### src/rtl/core/wrsp_pkg.sv
// ----------------------------------------------------------------------------
// wrsp_pkg: shared types and constants of the WAV/RIFF stream parser
// Item and result layouts, parser phases, status codes and header constants.
// ----------------------------------------------------------------------------
`default_nettype none

package wrsp_pkg;

  // Header and chunk constants
  localparam int unsigned HdrLen = 12;
  localparam int unsigned FmtLen = 16;
  localparam logic [31:0] TagFmt  = 32'h2074_6D66;  // "fmt " little endian
  localparam logic [31:0] TagData = 32'h6174_6164;  // "data" little endian

  // Result queue depth (power of two, at least 2)
  localparam int unsigned OutDepth = 4;

  // Stream bus widths
  localparam int unsigned InDataW  = 40;
  localparam int unsigned OutDataW = 80;

  typedef enum logic [1:0] {
    KIND_START  = 2'd0,
    KIND_DATA   = 2'd1,
    KIND_END    = 2'd2,
    KIND_CANCEL = 2'd3
  } in_kind_e;

  typedef enum logic [1:0] {
    OUT_PCM    = 2'd0,
    OUT_FORMAT = 2'd1,
    OUT_DONE   = 2'd2,
    OUT_RSVD   = 2'd3
  } out_kind_e;

  typedef enum logic [3:0] {
    ST_OK          = 4'd0,
    ST_TOO_SHORT   = 4'd1,
    ST_NOT_WAVE    = 4'd2,
    ST_BAD_FMT     = 4'd3,
    ST_MISSING     = 4'd4,
    ST_UNSUPPORTED = 4'd5,
    ST_ENDED_SKIP  = 4'd6,
    ST_TRUNCATED   = 4'd7,
    ST_CANCELLED   = 4'd8
  } status_e;

  typedef enum logic [8:0] {
    PH_IDLE    = 9'b0_0000_0001,
    PH_RIFF    = 9'b0_0000_0010,
    PH_CHDR    = 9'b0_0000_0100,
    PH_FMT     = 9'b0_0000_1000,
    PH_FMTSKIP = 9'b0_0001_0000,
    PH_SKIP    = 9'b0_0010_0000,
    PH_PAD     = 9'b0_0100_0000,
    PH_PCM     = 9'b0_1000_0000,
    PH_DRAIN   = 9'b1_0000_0000
  } phase_e;

  typedef struct packed {
    logic [1:0]  kind;
    logic [7:0]  data_byte;
    logic [30:0] declared_length;
  } item_t;

  typedef struct packed {
    logic [1:0]  out_kind;
    logic [3:0]  status;
    logic [31:0] audio_bytes;
    logic [31:0] rate_hz;
    logic [7:0]  pcm_byte;
    logic        last;
  } res_t;

  // Up to two results per item, in order r0 then r1
  typedef struct packed {
    logic [1:0] n;
    res_t       r0;
    res_t       r1;
  } res_pair_t;

  // Expected RIFF header byte; chk is low for the size bytes 4..7
  typedef struct packed {
    logic       chk;
    logic [7:0] val;
  } hdr_exp_t;

  function automatic hdr_exp_t hdr_expect(input logic [3:0] idx);
    hdr_exp_t e;
    e = '0;
    case (idx)
      4'd0:  e = '{chk: 1'b1, val: 8'h52};  // R
      4'd1:  e = '{chk: 1'b1, val: 8'h49};  // I
      4'd2:  e = '{chk: 1'b1, val: 8'h46};  // F
      4'd3:  e = '{chk: 1'b1, val: 8'h46};  // F
      4'd8:  e = '{chk: 1'b1, val: 8'h57};  // W
      4'd9:  e = '{chk: 1'b1, val: 8'h41};  // A
      4'd10: e = '{chk: 1'b1, val: 8'h56};  // V
      4'd11: e = '{chk: 1'b1, val: 8'h45};  // E
      default: e = '0;
    endcase
    return e;
  endfunction

endpackage

`default_nettype wire

### src/rtl/core/wav_riff_stream_parser_unit.sv
// ----------------------------------------------------------------------------
// wav_riff_stream_parser_unit: byte-serial RIFF/WAVE parser with PCM output
// Checks the RIFF/WAVE header, walks chunks, reads fmt, passes PCM through.
// ----------------------------------------------------------------------------
// Path: a request is registered in the input register, then the parser writes
//   its results into the result queue, whose head drives the output bus; a
//   request waits in the input register while the queue lacks room.
// Throughput: one request per cycle while the result queue has room; the
//   OutDepth-entry result queue absorbs a request's two results, sent in turn.
// Reset: rst_ni low clears the parser to idle and empties the queue.
// ----------------------------------------------------------------------------
`default_nettype none

module wav_riff_stream_parser_unit #(
  parameter int unsigned OutDepth = wrsp_pkg::OutDepth  // power of two, >= 2
) (
  input  logic                          clk_i,
  input  logic                          rst_ni,
  // request side
  input  logic                          s_axis_tvalid,
  output logic                          s_axis_tready,
  // [7:0] data_byte, [38:8] declared_length, [39] zero
  input  logic [wrsp_pkg::InDataW-1:0]  s_axis_tdata,
  // [1:0] kind
  input  logic [1:0]                    s_axis_tuser,
  // result side
  output logic                          m_axis_tvalid,
  input  logic                          m_axis_tready,
  // [7:0] pcm_byte, [39:8] rate_hz, [71:40] audio_bytes,
  // [75:72] status, [79:76] zero
  output logic [wrsp_pkg::OutDataW-1:0] m_axis_tdata,
  // [1:0] out_kind
  output logic [1:0]                    m_axis_tuser,
  output logic                          m_axis_tlast
);
  import wrsp_pkg::*;

  // Input register: holds one request until the queue has room for its
  // results. Ready is high while it is empty or the parser can drain it this cycle.
  logic      in_vld_q, in_vld_d;
  item_t     in_item_q;
  logic      room;
  logic      go;
  logic      s_acc;
  res_pair_t res;
  res_t      head;

  assign go            = in_vld_q && room;
  assign s_axis_tready = !in_vld_q || room;
  assign s_acc         = s_axis_tvalid && s_axis_tready;

  always_comb begin
    in_vld_d = in_vld_q;
    if (s_acc)   in_vld_d = 1'b1;
    else if (go) in_vld_d = 1'b0;
  end

  always_ff @(posedge clk_i or negedge rst_ni) begin
    if (!rst_ni) in_vld_q <= 1'b0;
    else         in_vld_q <= in_vld_d;
  end

  always_ff @(posedge clk_i) begin
    if (s_acc) begin
      in_item_q.kind            <= s_axis_tuser;
      in_item_q.data_byte       <= s_axis_tdata[7:0];
      in_item_q.declared_length <= s_axis_tdata[38:8];
    end
  end

  // Parser: state plus combinational update, up to two results per request
  wrsp_parser u_parser (
    .clk_i  (clk_i),
    .rst_ni (rst_ni),
    .go_i   (go),
    .item_i (in_item_q),
    .res_o  (res)
  );

  // Result queue feeding the output bus
  wrsp_out_fifo #(
    .Depth (OutDepth)
  ) u_out_fifo (
    .clk_i   (clk_i),
    .rst_ni  (rst_ni),
    .push_i  (res),
    .pop_i   (m_axis_tready),
    .room_o  (room),
    .valid_o (m_axis_tvalid),
    .head_o  (head)
  );

  assign m_axis_tdata = {4'b0000, head.status, head.audio_bytes,
                         head.rate_hz, head.pcm_byte};
  assign m_axis_tuser = head.out_kind;
  assign m_axis_tlast = head.last;

`ifndef SYNTHESIS
  // back-pressure only while a request is parked
  a_ready_held: assert property (@(posedge clk_i) disable iff (!rst_ni)
    !s_axis_tready |-> in_vld_q)
    else $error("ready low with empty input register");
  // a parked request is not lost while the queue is full
  a_park_kept: assert property (@(posedge clk_i) disable iff (!rst_ni)
    (in_vld_q && !room) |=> in_vld_q)
    else $error("parked request dropped");
  // no results without a request in the parser
  a_res_needs_go: assert property (@(posedge clk_i) disable iff (!rst_ni)
    res.n != 2'd0 |-> go)
    else $error("results without a request");
`endif

endmodule

`default_nettype wire

### src/rtl/core/wrsp_parser.sv
// ----------------------------------------------------------------------------
// wrsp_parser: RIFF/WAVE parser state and per-item update
// Consumes one item per cycle while go_i is high and produces up to two results.
// ----------------------------------------------------------------------------
`default_nettype none

module wrsp_parser (
  input  logic                  clk_i,
  input  logic                  rst_ni,
  input  logic                  go_i,
  input  wrsp_pkg::item_t       item_i,
  output wrsp_pkg::res_pair_t   res_o
);
  import wrsp_pkg::*;

  phase_e      phase_q, phase_d;
  logic [4:0]  idx_q, idx_d;
  logic [31:0] tag_q, tag_d;
  logic [31:0] clen_q, clen_d;
  logic [31:0] skip_q, skip_d;
  logic [31:0] bc_q, bc_d;
  logic [30:0] lim_q, lim_d;
  logic [15:0] fmt_q, fmt_d;
  logic [15:0] chan_q, chan_d;
  logic [31:0] rate_q, rate_d;
  logic [15:0] bits_q, bits_d;
  logic        seen_q, seen_d;
  logic        hok_q, hok_d;
  logic [31:0] dl_q, dl_d;

  always_comb begin
    logic        active;
    logic        go_hdr;
    logic        chunk_done;
    logic        hdr_cmp;
    logic        fin;
    status_e     fin_st;
    logic        pre;
    res_t        pre_r;
    res_t        done_r;
    logic [31:0] lane;
    logic [32:0] sum;
    logic [31:0] size;
    hdr_exp_t    he;

    phase_d = phase_q;
    idx_d   = idx_q;
    tag_d   = tag_q;
    clen_d  = clen_q;
    skip_d  = skip_q;
    bc_d    = bc_q;
    lim_d   = lim_q;
    fmt_d   = fmt_q;
    chan_d  = chan_q;
    rate_d  = rate_q;
    bits_d  = bits_q;
    seen_d  = seen_q;
    hok_d   = hok_q;
    dl_d    = dl_q;

    active     = (phase_q != PH_IDLE) && (phase_q != PH_DRAIN);
    go_hdr     = 1'b0;
    chunk_done = 1'b0;
    hdr_cmp    = 1'b0;
    fin        = 1'b0;
    fin_st     = ST_OK;
    pre        = 1'b0;
    pre_r      = '0;
    done_r     = '0;
    lane       = {24'h0, item_i.data_byte} << {idx_q[1:0], 3'b000};
    sum        = '0;
    size       = '0;
    he         = hdr_expect(idx_q[3:0]);

    if (go_i) begin
      unique case (in_kind_e'(item_i.kind))
        KIND_START: begin
          if (phase_q != PH_DRAIN) begin
            idx_d  = '0;
            tag_d  = '0;
            clen_d = '0;
            skip_d = '0;
            bc_d   = '0;
            fmt_d  = '0;
            chan_d = '0;
            rate_d = '0;
            bits_d = '0;
            seen_d = 1'b0;
            hok_d  = 1'b1;
            dl_d   = '0;
            lim_d  = item_i.declared_length;
            if (item_i.declared_length != '0 &&
                item_i.declared_length < 31'(HdrLen)) begin
              fin    = 1'b1;
              fin_st = ST_TOO_SHORT;
            end else begin
              phase_d = PH_RIFF;
            end
          end
        end
        KIND_END: begin
          unique case (phase_q)
            PH_RIFF:    begin fin = 1'b1; fin_st = ST_NOT_WAVE;   end
            PH_CHDR:    begin fin = 1'b1; fin_st = ST_MISSING;    end
            PH_FMT:     begin fin = 1'b1; fin_st = ST_BAD_FMT;    end
            PH_FMTSKIP,
            PH_SKIP,
            PH_PAD:     begin fin = 1'b1; fin_st = ST_ENDED_SKIP; end
            PH_PCM:     begin fin = 1'b1; fin_st = ST_TRUNCATED;  end
            default:    fin = 1'b0;
          endcase
        end
        KIND_CANCEL: begin
          if (active) begin
            fin    = 1'b1;
            fin_st = ST_CANCELLED;
          end
        end
        default: begin  // data byte
          if (phase_q == PH_PCM) begin
            pre            = 1'b1;
            pre_r.out_kind = OUT_PCM;
            pre_r.pcm_byte = item_i.data_byte;
            dl_d           = dl_q - 32'd1;
            if (dl_d == '0) begin
              fin    = 1'b1;
              fin_st = ST_OK;
            end
          end else if (active) begin
            bc_d = (bc_q == '1) ? bc_q : bc_q + 32'd1;
            unique case (phase_q)
              PH_RIFF: begin
                if (he.chk && item_i.data_byte != he.val) hok_d = 1'b0;
                idx_d = idx_q + 5'd1;
                if (idx_q == 5'(HdrLen - 1)) begin
                  if (!hok_d) begin
                    fin    = 1'b1;
                    fin_st = ST_NOT_WAVE;
                  end else begin
                    go_hdr = 1'b1;
                  end
                end
              end
              PH_CHDR: begin
                if (idx_q < 5'd4) tag_d = tag_q | lane;
                else              clen_d = clen_q | lane;
                idx_d = idx_q + 5'd1;
                if (idx_q == 5'd7) hdr_cmp = 1'b1;
              end
              PH_FMT: begin
                case (idx_q)
                  5'd0:  fmt_d  = {8'h0, item_i.data_byte};
                  5'd1:  fmt_d  = fmt_q | {item_i.data_byte, 8'h0};
                  5'd2:  chan_d = {8'h0, item_i.data_byte};
                  5'd3:  chan_d = chan_q | {item_i.data_byte, 8'h0};
                  5'd4:  rate_d = {24'h0, item_i.data_byte};
                  5'd5, 5'd6, 5'd7: rate_d = rate_q | lane;
                  5'd14: bits_d = {8'h0, item_i.data_byte};
                  5'd15: bits_d = bits_q | {item_i.data_byte, 8'h0};
                  default: ;
                endcase
                idx_d = idx_q + 5'd1;
                if (idx_q == 5'(FmtLen - 1)) begin
                  seen_d = 1'b1;
                  skip_d = clen_q - 32'(FmtLen);
                  if (skip_d == '0) chunk_done = 1'b1;
                  else              phase_d = PH_FMTSKIP;
                end
              end
              PH_FMTSKIP, PH_SKIP: begin
                skip_d = skip_q - 32'd1;
                if (skip_d == '0) chunk_done = 1'b1;
              end
              PH_PAD:  go_hdr = 1'b1;
              default: ;
            endcase
          end
        end
      endcase
    end

    // chunk header complete
    if (hdr_cmp) begin
      if (tag_d == TagFmt) begin
        if (clen_d < 32'(FmtLen)) begin
          fin    = 1'b1;
          fin_st = ST_BAD_FMT;
        end else begin
          phase_d = PH_FMT;
          idx_d   = '0;
        end
      end else if (tag_d == TagData) begin
        sum  = {1'b0, bc_d} + {1'b0, clen_d};
        size = clen_d;
        if (lim_q != '0 && sum > {2'b00, lim_q}) size = {1'b0, lim_q} - bc_d;
        if (!seen_q) begin
          fin    = 1'b1;
          fin_st = ST_MISSING;
        end else if (fmt_q != 16'd1 || chan_q != 16'd1 || bits_q != 16'd16 ||
                     rate_q == '0) begin
          fin    = 1'b1;
          fin_st = ST_UNSUPPORTED;
        end else begin
          pre               = 1'b1;
          pre_r.out_kind    = OUT_FORMAT;
          pre_r.rate_hz     = rate_q;
          pre_r.audio_bytes = size;
          if (size == '0) begin
            fin    = 1'b1;
            fin_st = ST_OK;
          end else begin
            dl_d    = size;
            phase_d = PH_PCM;
          end
        end
      end else begin
        skip_d = clen_d;
        if (clen_d == '0) chunk_done = 1'b1;
        else              phase_d = PH_SKIP;
      end
    end

    // end of chunk: pad byte on odd size, else next header
    if (chunk_done) begin
      if (clen_d[0]) phase_d = PH_PAD;
      else           go_hdr  = 1'b1;
    end

    if (go_hdr) begin
      idx_d  = '0;
      tag_d  = '0;
      clen_d = '0;
      if (lim_q != '0 && ({1'b0, bc_d} + 33'd8) > {2'b00, lim_q}) begin
        fin    = 1'b1;
        fin_st = ST_MISSING;
      end else begin
        phase_d = PH_CHDR;
      end
    end

    if (fin) phase_d = PH_DRAIN;
    if (go_i && in_kind_e'(item_i.kind) == KIND_END) phase_d = PH_IDLE;

    done_r.out_kind = OUT_DONE;
    done_r.status   = fin_st;
    done_r.last     = 1'b1;

    res_o = '0;
    if (pre && fin) begin
      res_o.n  = 2'd2;
      res_o.r0 = pre_r;
      res_o.r1 = done_r;
    end else if (pre) begin
      res_o.n       = 2'd1;
      res_o.r0      = pre_r;
      res_o.r0.last = 1'b1;
    end else if (fin) begin
      res_o.n  = 2'd1;
      res_o.r0 = done_r;
    end
  end

  always_ff @(posedge clk_i or negedge rst_ni) begin
    if (!rst_ni) begin
      phase_q <= PH_IDLE;
      idx_q   <= '0;
      tag_q   <= '0;
      clen_q  <= '0;
      skip_q  <= '0;
      bc_q    <= '0;
      lim_q   <= '0;
      fmt_q   <= '0;
      chan_q  <= '0;
      rate_q  <= '0;
      bits_q  <= '0;
      seen_q  <= 1'b0;
      hok_q   <= 1'b1;
      dl_q    <= '0;
    end else begin
      phase_q <= phase_d;
      idx_q   <= idx_d;
      tag_q   <= tag_d;
      clen_q  <= clen_d;
      skip_q  <= skip_d;
      bc_q    <= bc_d;
      lim_q   <= lim_d;
      fmt_q   <= fmt_d;
      chan_q  <= chan_d;
      rate_q  <= rate_d;
      bits_q  <= bits_d;
      seen_q  <= seen_d;
      hok_q   <= hok_d;
      dl_q    <= dl_d;
    end
  end

`ifndef SYNTHESIS
  // payload countdown never wraps while streaming
  a_pcm_left: assert property (@(posedge clk_i) disable iff (!rst_ni)
    phase_q == PH_PCM |-> dl_q != '0)
    else $error("pcm phase with zero bytes left");
`endif

endmodule

`default_nettype wire

### src/rtl/core/wrsp_out_fifo.sv
// ----------------------------------------------------------------------------
// wrsp_out_fifo: result queue
// Takes up to two results per cycle, hands one per cycle to the output bus while it is ready.
// ----------------------------------------------------------------------------
`default_nettype none

module wrsp_out_fifo #(
  parameter int unsigned Depth = wrsp_pkg::OutDepth  // power of two, >= 2
) (
  input  logic                clk_i,
  input  logic                rst_ni,
  input  wrsp_pkg::res_pair_t push_i,
  input  logic                pop_i,
  output logic                room_o,   // space for two more results
  output logic                valid_o,
  output wrsp_pkg::res_t      head_o
);
  import wrsp_pkg::*;

  localparam int unsigned PtrW = $clog2(Depth);
  localparam int unsigned CntW = $clog2(Depth + 1);

  res_t            mem_q [Depth];
  logic [PtrW-1:0] wr_q, wr_d;
  logic [PtrW-1:0] rd_q, rd_d;
  logic [CntW-1:0] cnt_q, cnt_d;
  logic            pop;

  assign valid_o = (cnt_q != '0);
  assign pop     = pop_i && valid_o;
  assign head_o  = mem_q[rd_q];
  assign room_o  = (cnt_q <= CntW'(Depth - 2));

  always_comb begin
    wr_d  = wr_q + PtrW'(push_i.n);
    rd_d  = pop ? rd_q + PtrW'(1) : rd_q;
    cnt_d = cnt_q + CntW'(push_i.n) - CntW'(pop);
  end

  always_ff @(posedge clk_i) begin
    if (push_i.n != 2'd0) mem_q[wr_q] <= push_i.r0;
    if (push_i.n == 2'd2) mem_q[wr_q + PtrW'(1)] <= push_i.r1;
  end

  always_ff @(posedge clk_i or negedge rst_ni) begin
    if (!rst_ni) begin
      wr_q  <= '0;
      rd_q  <= '0;
      cnt_q <= '0;
    end else begin
      wr_q  <= wr_d;
      rd_q  <= rd_d;
      cnt_q <= cnt_d;
    end
  end

`ifndef SYNTHESIS
  a_cnt_bound: assert property (@(posedge clk_i) disable iff (!rst_ni)
    cnt_q <= CntW'(Depth))
    else $error("result queue count past depth");
  a_no_overflow: assert property (@(posedge clk_i) disable iff (!rst_ni)
    push_i.n != 2'd0 |-> room_o)
    else $error("results pushed without room");
`endif

endmodule

`default_nettype wire
### config.mk
export PLATFORM = sky130hd
export DESIGN_NAME = wav_riff_stream_parser_unit
export DESIGN_NICKNAME = d
export VERILOG_FILES = /design/src/rtl/core/wrsp_pkg.sv /design/src/rtl/core/wav_riff_stream_parser_unit.sv /design/src/rtl/core/wrsp_parser.sv /design/src/rtl/core/wrsp_out_fifo.sv
export SDC_FILE = /design/constraint.sdc
export NUM_CORES = 2
export LEC_CHECK = 0
export ABC_AREA = 0
export BUFFER_PORTS_ARGS = -buffer_cell sky130_fd_sc_hd__buf_4
export CAP_MARGIN = 20
export CORE_MARGIN = 2
export CORE_UTILIZATION = 47
export CTS_BUF_LIST = sky130_fd_sc_hd__clkbuf_16
export CTS_CLUSTER_DIAMETER = 120
export DETAILED_ROUTE_END_ITERATION = 16
export PLACE_DENSITY = 0.67
export SYNTH_ARGS = -nofsm -noshare
export SYNTH_HDL_FRONTEND = slang
export SYNTH_SLANG_ARGS = --single-unit
### constraint.sdc
create_clock -name clk_i -period 19.97 [get_ports clk_i]
set_input_delay 4.9925 -clock clk_i [delete_from_list [all_inputs] [get_ports clk_i]]
set_output_delay 4.9925 -clock clk_i [all_outputs]
set_load 0.01 [all_outputs]
* After elaboration in Yosys (flattened, before gate mapping)
Memories as Yosys holds them, arrays and structs flattened.
Index checks and enable logic that the tools add are counted.
** Storage, ports and cells
- Register bits after elaboration :: 336
- Bits in latches :: 0
- RAM bits :: 316
- Bits in read-only memories :: 112
- Input bits :: 46
- Output and inout port bits :: 85
- Logic and storage cells :: 348
- Memories :: 2
** Operators by class
- Add/sub/neg operators :: 13
- Multipliers :: 0
- Div/mod/pow operators :: 0
- $lt $le $gt $ge :: 6
- Eq/ne operators :: 31
- Shift operators :: 1
- Multiplexer cells :: 217
- Bitwise gates (word level) :: 7
- Reductions and logical operators :: 50
** Memories
- u_out_fifo.mem_q :: words 4, bits a word 79, read ports 1, clocked after memory_dff 0, wr ports 2, line wrsp_out_fifo.sv:23 : res_t mem_q [Depth];
- (no name shown) :: words 16, bits a word 7, read ports 1, clocked after memory_dff 0, wr ports 0, line wrsp_pkg.sv:91 : case (idx)
** Operator list (count)
- 2-to-1 mux 32 bit :: 44
- one-hot mux 32 bit (2 select lines) :: 8
- 2-to-1 mux 64 bit :: 5
- 2-to-1 mux 9 bit :: 22
- logical NOT 32 bit :: 6
- one-hot mux 16 bit (2 select lines) :: 6
- 2-to-1 mux 81 bit :: 2
- 2-to-1 mux 16 bit :: 10
- OR 32 bit :: 3
- 2-to-1 mux 80 bit :: 1
- 2-to-1 mux 79 bit :: 1
- 2-to-1 mux 1 bit :: 76
- greater-than comparator 33 x 31 -> 1 bit :: 2
- 2-to-1 mux 4 bit :: 16
- subtractor 32 x 1 -> 32 bit (second input constant) :: 2
- nonzero test 31 bit :: 2
- OR 16 bit :: 3
- 2-to-1 mux 5 bit :: 9
- AND reduction 7 bit :: 5
- adder 32 x 32 -> 33 bit :: 1
- adder 32 x 4 -> 33 bit (second input constant) :: 1
- adder 32 x 1 -> 32 bit (second input constant) :: 1
- == test 32 x 30 -> 1 bit (second input constant) :: 1
- == test 32 x 31 -> 1 bit (second input constant) :: 1
- 53 further kinds :: 97

* Depth between registers and ports, before layout
- Depth after elaboration :: 30
- Mapped depth :: 46
- Mapped depth without buffers :: 39

* Modules after synthesis
From an unflattened synthesis, not the netlist that was laid out.
** Second synthesis, totals
- Cells, all modules :: 4016
- Area total of the unflattened synthesis :: 41536.1 µm²
** Modules (own cells, without submodules)
- wrsp_parser :: instances 1, cells an instance 3161, area each 24666.2 µm², seq. area each 7184.4 µm²
- wrsp_out_fifo :: instances 1, cells an instance 804, area each 15544.9 µm², seq. area each 9664.3 µm²
- wav_riff_stream_parser_unit :: instances 1, cells an instance 51, area each 1325.0 µm², seq. area each 1256.2 µm²

* Worst setup path after synthesis
No wires, ideal clock.
- Kind :: register -> register
- Start :: register u_parser.phase_q[4]
- End :: memory u_out_fifo.mem_q[1][0] (netlist bit), enable pin
- Setup time :: 315 ps
- Arrival :: 8725 ps
- Required time :: 19655 ps
- Slack :: 10930 ps
- Cell stages (with the launch flop) :: 42
- Buffers on the path :: 10
- Clock period less this slack :: 9040 ps
- Cell sequence :: dfrtp_1 buf_6 or4_1 buf_2 o31a_1 nand2_4 buf_6 buf_8 clkbuf_1 buf_1 buf_1 nand2_1 o21ai_0 ha_1 a211oi_1 o211a_1 o32ai_1 nor2b_1 [6 not listed] nor4_1 o21ai_0 nand4_1 a211o_1 a21oi_1 a21o_1 or4_1 and2_1 o211ai_4 ha_1 clkbuf_1 inv_1 nor2_1 or2_2 nand2_1 clkbuf_1 clkbuf_1 inv_1
** RTL lines
- start: declaration :: line wrsp_parser.sv:16 : phase_e phase_q, phase_d;
- start signal: assignment :: line wrsp_parser.sv:280 : phase_q <= phase_d;
- end: declaration :: line wrsp_out_fifo.sv:23

==> summary.md <==
| Metric | Value |
|---|---|
| Status | `completed` |
| GP Congestion | `between 0.9 and 1` |
| EDFF count, synth | `between 60 and 70` |
| Worst-path clk slew | `60 ps` |
| Worst-path fanout max | `74` |
| Final instance area | `41100 sq um` |
| Starting Density | `0.474` |
| TritonCTS clock tree | `done` |
| CTS root buf | `clkbuf_16` |
| HPWL after detailed placement | `83.0 mm` |
| Ys flop type | `dfrtp_1` |
| Required @ worst endpoint | `20290 ps` |
| Die Width | `283 microns` |
| DR vias/cell | `roughly 6.3` |
| Synth top area cells | `dfrtp_1 20%, dfxtp_1 16%, edfxtp_1 5.3%` |
| Largest net degree at the start of global routing | `98` |
| CTS sink count | `~650` |
| Initial drt markers | `between 3k and 4k` |
| Initial antenna violation count | `4` |
| CP Class | `reg2reg` |
| Maximum clock rate | `90.9 MHz` |
| Final cycle utilization of the critical path | `0.551` |
| FP Rows | `102` |
| Syn Inst Count | `around 4.0k` |
| First-pass GRT wire length | `approximately 180 mm` |
| # DRC | `0` |
| Skew-Pair Late Insertion Delay | `660 ps` |
| Routed vias | `32.7k` |
| Seq/Total Area, Yosys | `0.414` |
| Layout Nets | `approximately 4.3k` |
| Clock skew | `slightly below 40 ps` |
| H-tree level count | `3` |
| Vias in the first global route | `between 30k and 40k` |
| Worst reg2reg path depth | `34` |
| Final ANT Viol Nets | `0` |
| Max-Slew Margin vs Limit | `0.258` |
| WP buf/inv | `4` |
| FF+latch count, synth | `652` |
| Remaining global-route overflow | `0` |
| Io pins | `131` |
| Final core utilization | `0.532` |
| RSZ-0062 raised after global routing | `no` |
| GRT Util Overall | `0.290` |
| CTS Buf Count | `75` |
| Crit path DAT | `11330 ps` |
| WHS Path Cells | `2` |
| Syn_area_per_cell | `9.10 sq um` |
| Max-cap violations | `0` |
| Placed Area | `38500 sq um` |
| Slowest-stage cell, CP | `nor3_4` |
| P_leak | `0.0176 uW` |
| # Post-CTS Setup Buffers | `0` |
| Area grow syn2layout | `12.2%` |
| CP Capture Type | `register` |
| Worst vdd ir | `0.0000769 V` |
| Critical path depth in cells | `34` |
| Drt wl/cell | `23.0 microns` |
| Max Slew Vio Count | `0` |
| Synth area leader | `dfrtp_1` |
| Class of the worst hold path | `reg2reg` |
| Critical path's largest stage delay | `720 ps` |
| Die Height | `283 microns` |
| Min Tclk post-route | `11010 ps` |
| Final hold vios | `0` |
| Yosys top cell area share | `0.200` |
| R2R Setup Slk | `8960 ps` |
| Final Routed Wirelength | `~120 mm` |
| Final setup fails | `0` |
| Power Density | `106 nW/um^2` |
| Setup TNS | `0 ps` |
| Yosys Warn Count | `0` |
| Worst-Margin Slew | `1100 ps` |
| Share of cells above drive strength 1 | `0.118` |
| CP Launch Type | `register` |
| Cts hold-fix bufs | `0` |
| Final WS setup | `about 9000 ps` |
| Post-synthesis cell type count | `115` |
| Synthesized area | `36700 sq um` |
| Most frequent CP cell | `ha_1` |
| Port bufs | `125` |
| Pre-CTS setup slack | `around 9000 ps` |
| First-pass iteration count of the detailed router | `6` |
| Ys async rst share | `0.452` |
| Die area | `80200 sq um` |
| Clock tree buffer depth | `3` |
| CP top delay family | `simple AND/OR/NAND/NOR gates` |
| Resized cells post-CTS | `0` |
| Core Box Area | `77300 sq um` |
| Fillers | `7110` |
[cells in the mapped netlist (all sizes together), types with 9 or more instances]
| cell type | number |
|---|---|
| a211o | 10 |
| a211oi | 34 |
| a21boi | 12 |
| a21o | 37 |
| a21oi | 279 |
| a221oi | 23 |
| a22o | 179 |
| a22oi | 57 |
| a31oi | 30 |
| and2 | 37 |
| and3 | 32 |
| and4 | 20 |
| buf | 48 |
| clkbuf | 201 |
| dfrtp | 293 |
| dfxtp | 292 |
| edfxtp | 65 |
| ha | 147 |
| inv | 144 |
| mux2i | 21 |
| mux4 | 79 |
| nand2 | 447 |
| nand2b | 30 |
| nand3 | 104 |
| nand4 | 63 |
| nand4b | 9 |
| nor2 | 337 |
| nor2b | 25 |
| nor3 | 106 |
| nor3b | 11 |
| nor4 | 94 |
| nor4b | 10 |
| o211ai | 31 |
| o21a | 30 |
| o21ai | 335 |
| o31ai | 18 |
| o32ai | 9 |
| or2 | 20 |
| or3 | 28 |
| or4 | 16 |
| xnor2 | 85 |
| xor2 | 39 |
[power breakdown]
part	total, uW	switching, uW	internal (uW)
logic	1360	873	488
clock network	1380	603	781
registers	1620	167	1460
total	4370	1640	2720
[logic make-up (layout without fill, tap and decap cells)]
group | after synthesis | after routing | synth area share
and+or+nand+nor | 1407 | 1407 | 0.188
AOI/OAI and AO/OA | 1192 | 1192 | 0.217
DFF | 652 | 652 | 0.414
buffers and inverters | 395 | 490 | 0.0428
adders and majority gates | 150 | 150 | 0.0518
xor gates and xnor gates | 124 | 124 | 0.0296
muxes | 108 | 108 | 0.0569
other | 1 | 5 | 0.000102
[per-layer routing]
metal,track usage,vias up,wire (microns)
li1,-,15000,-
met1,0.393,16000,50400
met2,0.448,1432,53500
met3,0.0575,280,9490
met4,0.136,4,5530
met5,0,-,21
[registers in the layout, indices dropped and copies added (netlist names), 31 cells and up]
signal,count
u_parser.lim_q,31
u_parser.bc_q,32
u_parser.tag_q,32
in_item_q,41
u_parser.skip_q,32
u_parser.dl_q,32
u_parser.rate_q,32
u_out_fifo.mem_q,316
u_parser.clen_q,32
[cell type report]
class	count	area (sq um)	share of cell area
antenna	1	2.50	0.0000608
clock buffer	79	1980	0.0481
clock inverter	60	522	0.0127
inverter	146	548	0.0133
multi-input combinational	2985	20000	0.486
sequential	652	15200	0.369
tap	1040	1300	0.0316
timing repair buffer	205	1610	0.0391
[metrics by stage]
stage | hold WS (ps) | power (uW) | cells
global route | 460 | 4580 | 5167
global placement | 429 | 2950 | 5024
finish | 443 | 4370 | 5168
floorplan | 418 | 2550 | 4032
CTS | 444 | 4350 | 5163
detailed placement | 435 | 2960 | 5024
[cells in the final DEF (no fill, tap or decap), types with 19 or more instances in the layout]
cell | Yosys | layout
o21a_1 | 30 | 30
nand4_1 | 63 | 63
nand3_1 | 103 | 103
nor2_1 | 334 | 327
nor2b_1 | 25 | 25
a22o_1 | 179 | 179
clkbuf_16 | 0 | 79
nor4_1 | 86 | 86
mux4_2 | 79 | 79
nor3_1 | 103 | 103
and2_1 | 37 | 36
o211ai_1 | 29 | 29
a21o_1 | 37 | 36
nand2b_1 | 30 | 30
a211oi_1 | 34 | 34
xor2_1 | 39 | 39
a221oi_1 | 22 | 22
nand2_1 | 445 | 443
a21oi_1 | 276 | 275
a31oi_1 | 29 | 29
buf_4 | 5 | 201
or3_1 | 27 | 27
dfrtp_1 | 293 | 291
edfxtp_1 | 65 | 65
xnor2_1 | 85 | 85
inv_1 | 142 | 156
ha_1 | 147 | 147
a22oi_1 | 57 | 57
or2_2 | 19 | 19
mux2i_1 | 20 | 20
and3_1 | 32 | 32
and4_1 | 20 | 20
dfxtp_1 | 292 | 292
o21ai_0 | 325 | 325
[final timing paths]
path                                              start                 endpoint
worst max-delay path                      in_item_q[39]  u_out_fifo.mem_q[3][75]
worst min-delay path            u_out_fifo.mem_q[3][77]  u_out_fifo.mem_q[3][77]
worst max register to register            in_item_q[39]  u_out_fifo.mem_q[3][75]
worst min register to register  u_out_fifo.mem_q[3][77]  u_out_fifo.mem_q[3][77]
max in group asynchronous                        rst_ni       u_parser.tag_q[21]
min in group asynchronous                        rst_ni      u_parser.skip_q[27]
[worst reg2reg max path: cells and delay by family (launching register included)]
kind | cells | cell delay, ps
muxes | 1 | 380
DFF | 1 | 660
AOI/OAI and AO/OA | 10 | 2340
adders and majority gates | 3 | 1010
buffers and inverters | 4 | 1410
xor gates and xnor gates | 1 | 160
and+or+nand+nor | 15 | 4730
Note: power is estimated with default switching activity, not from simulation.
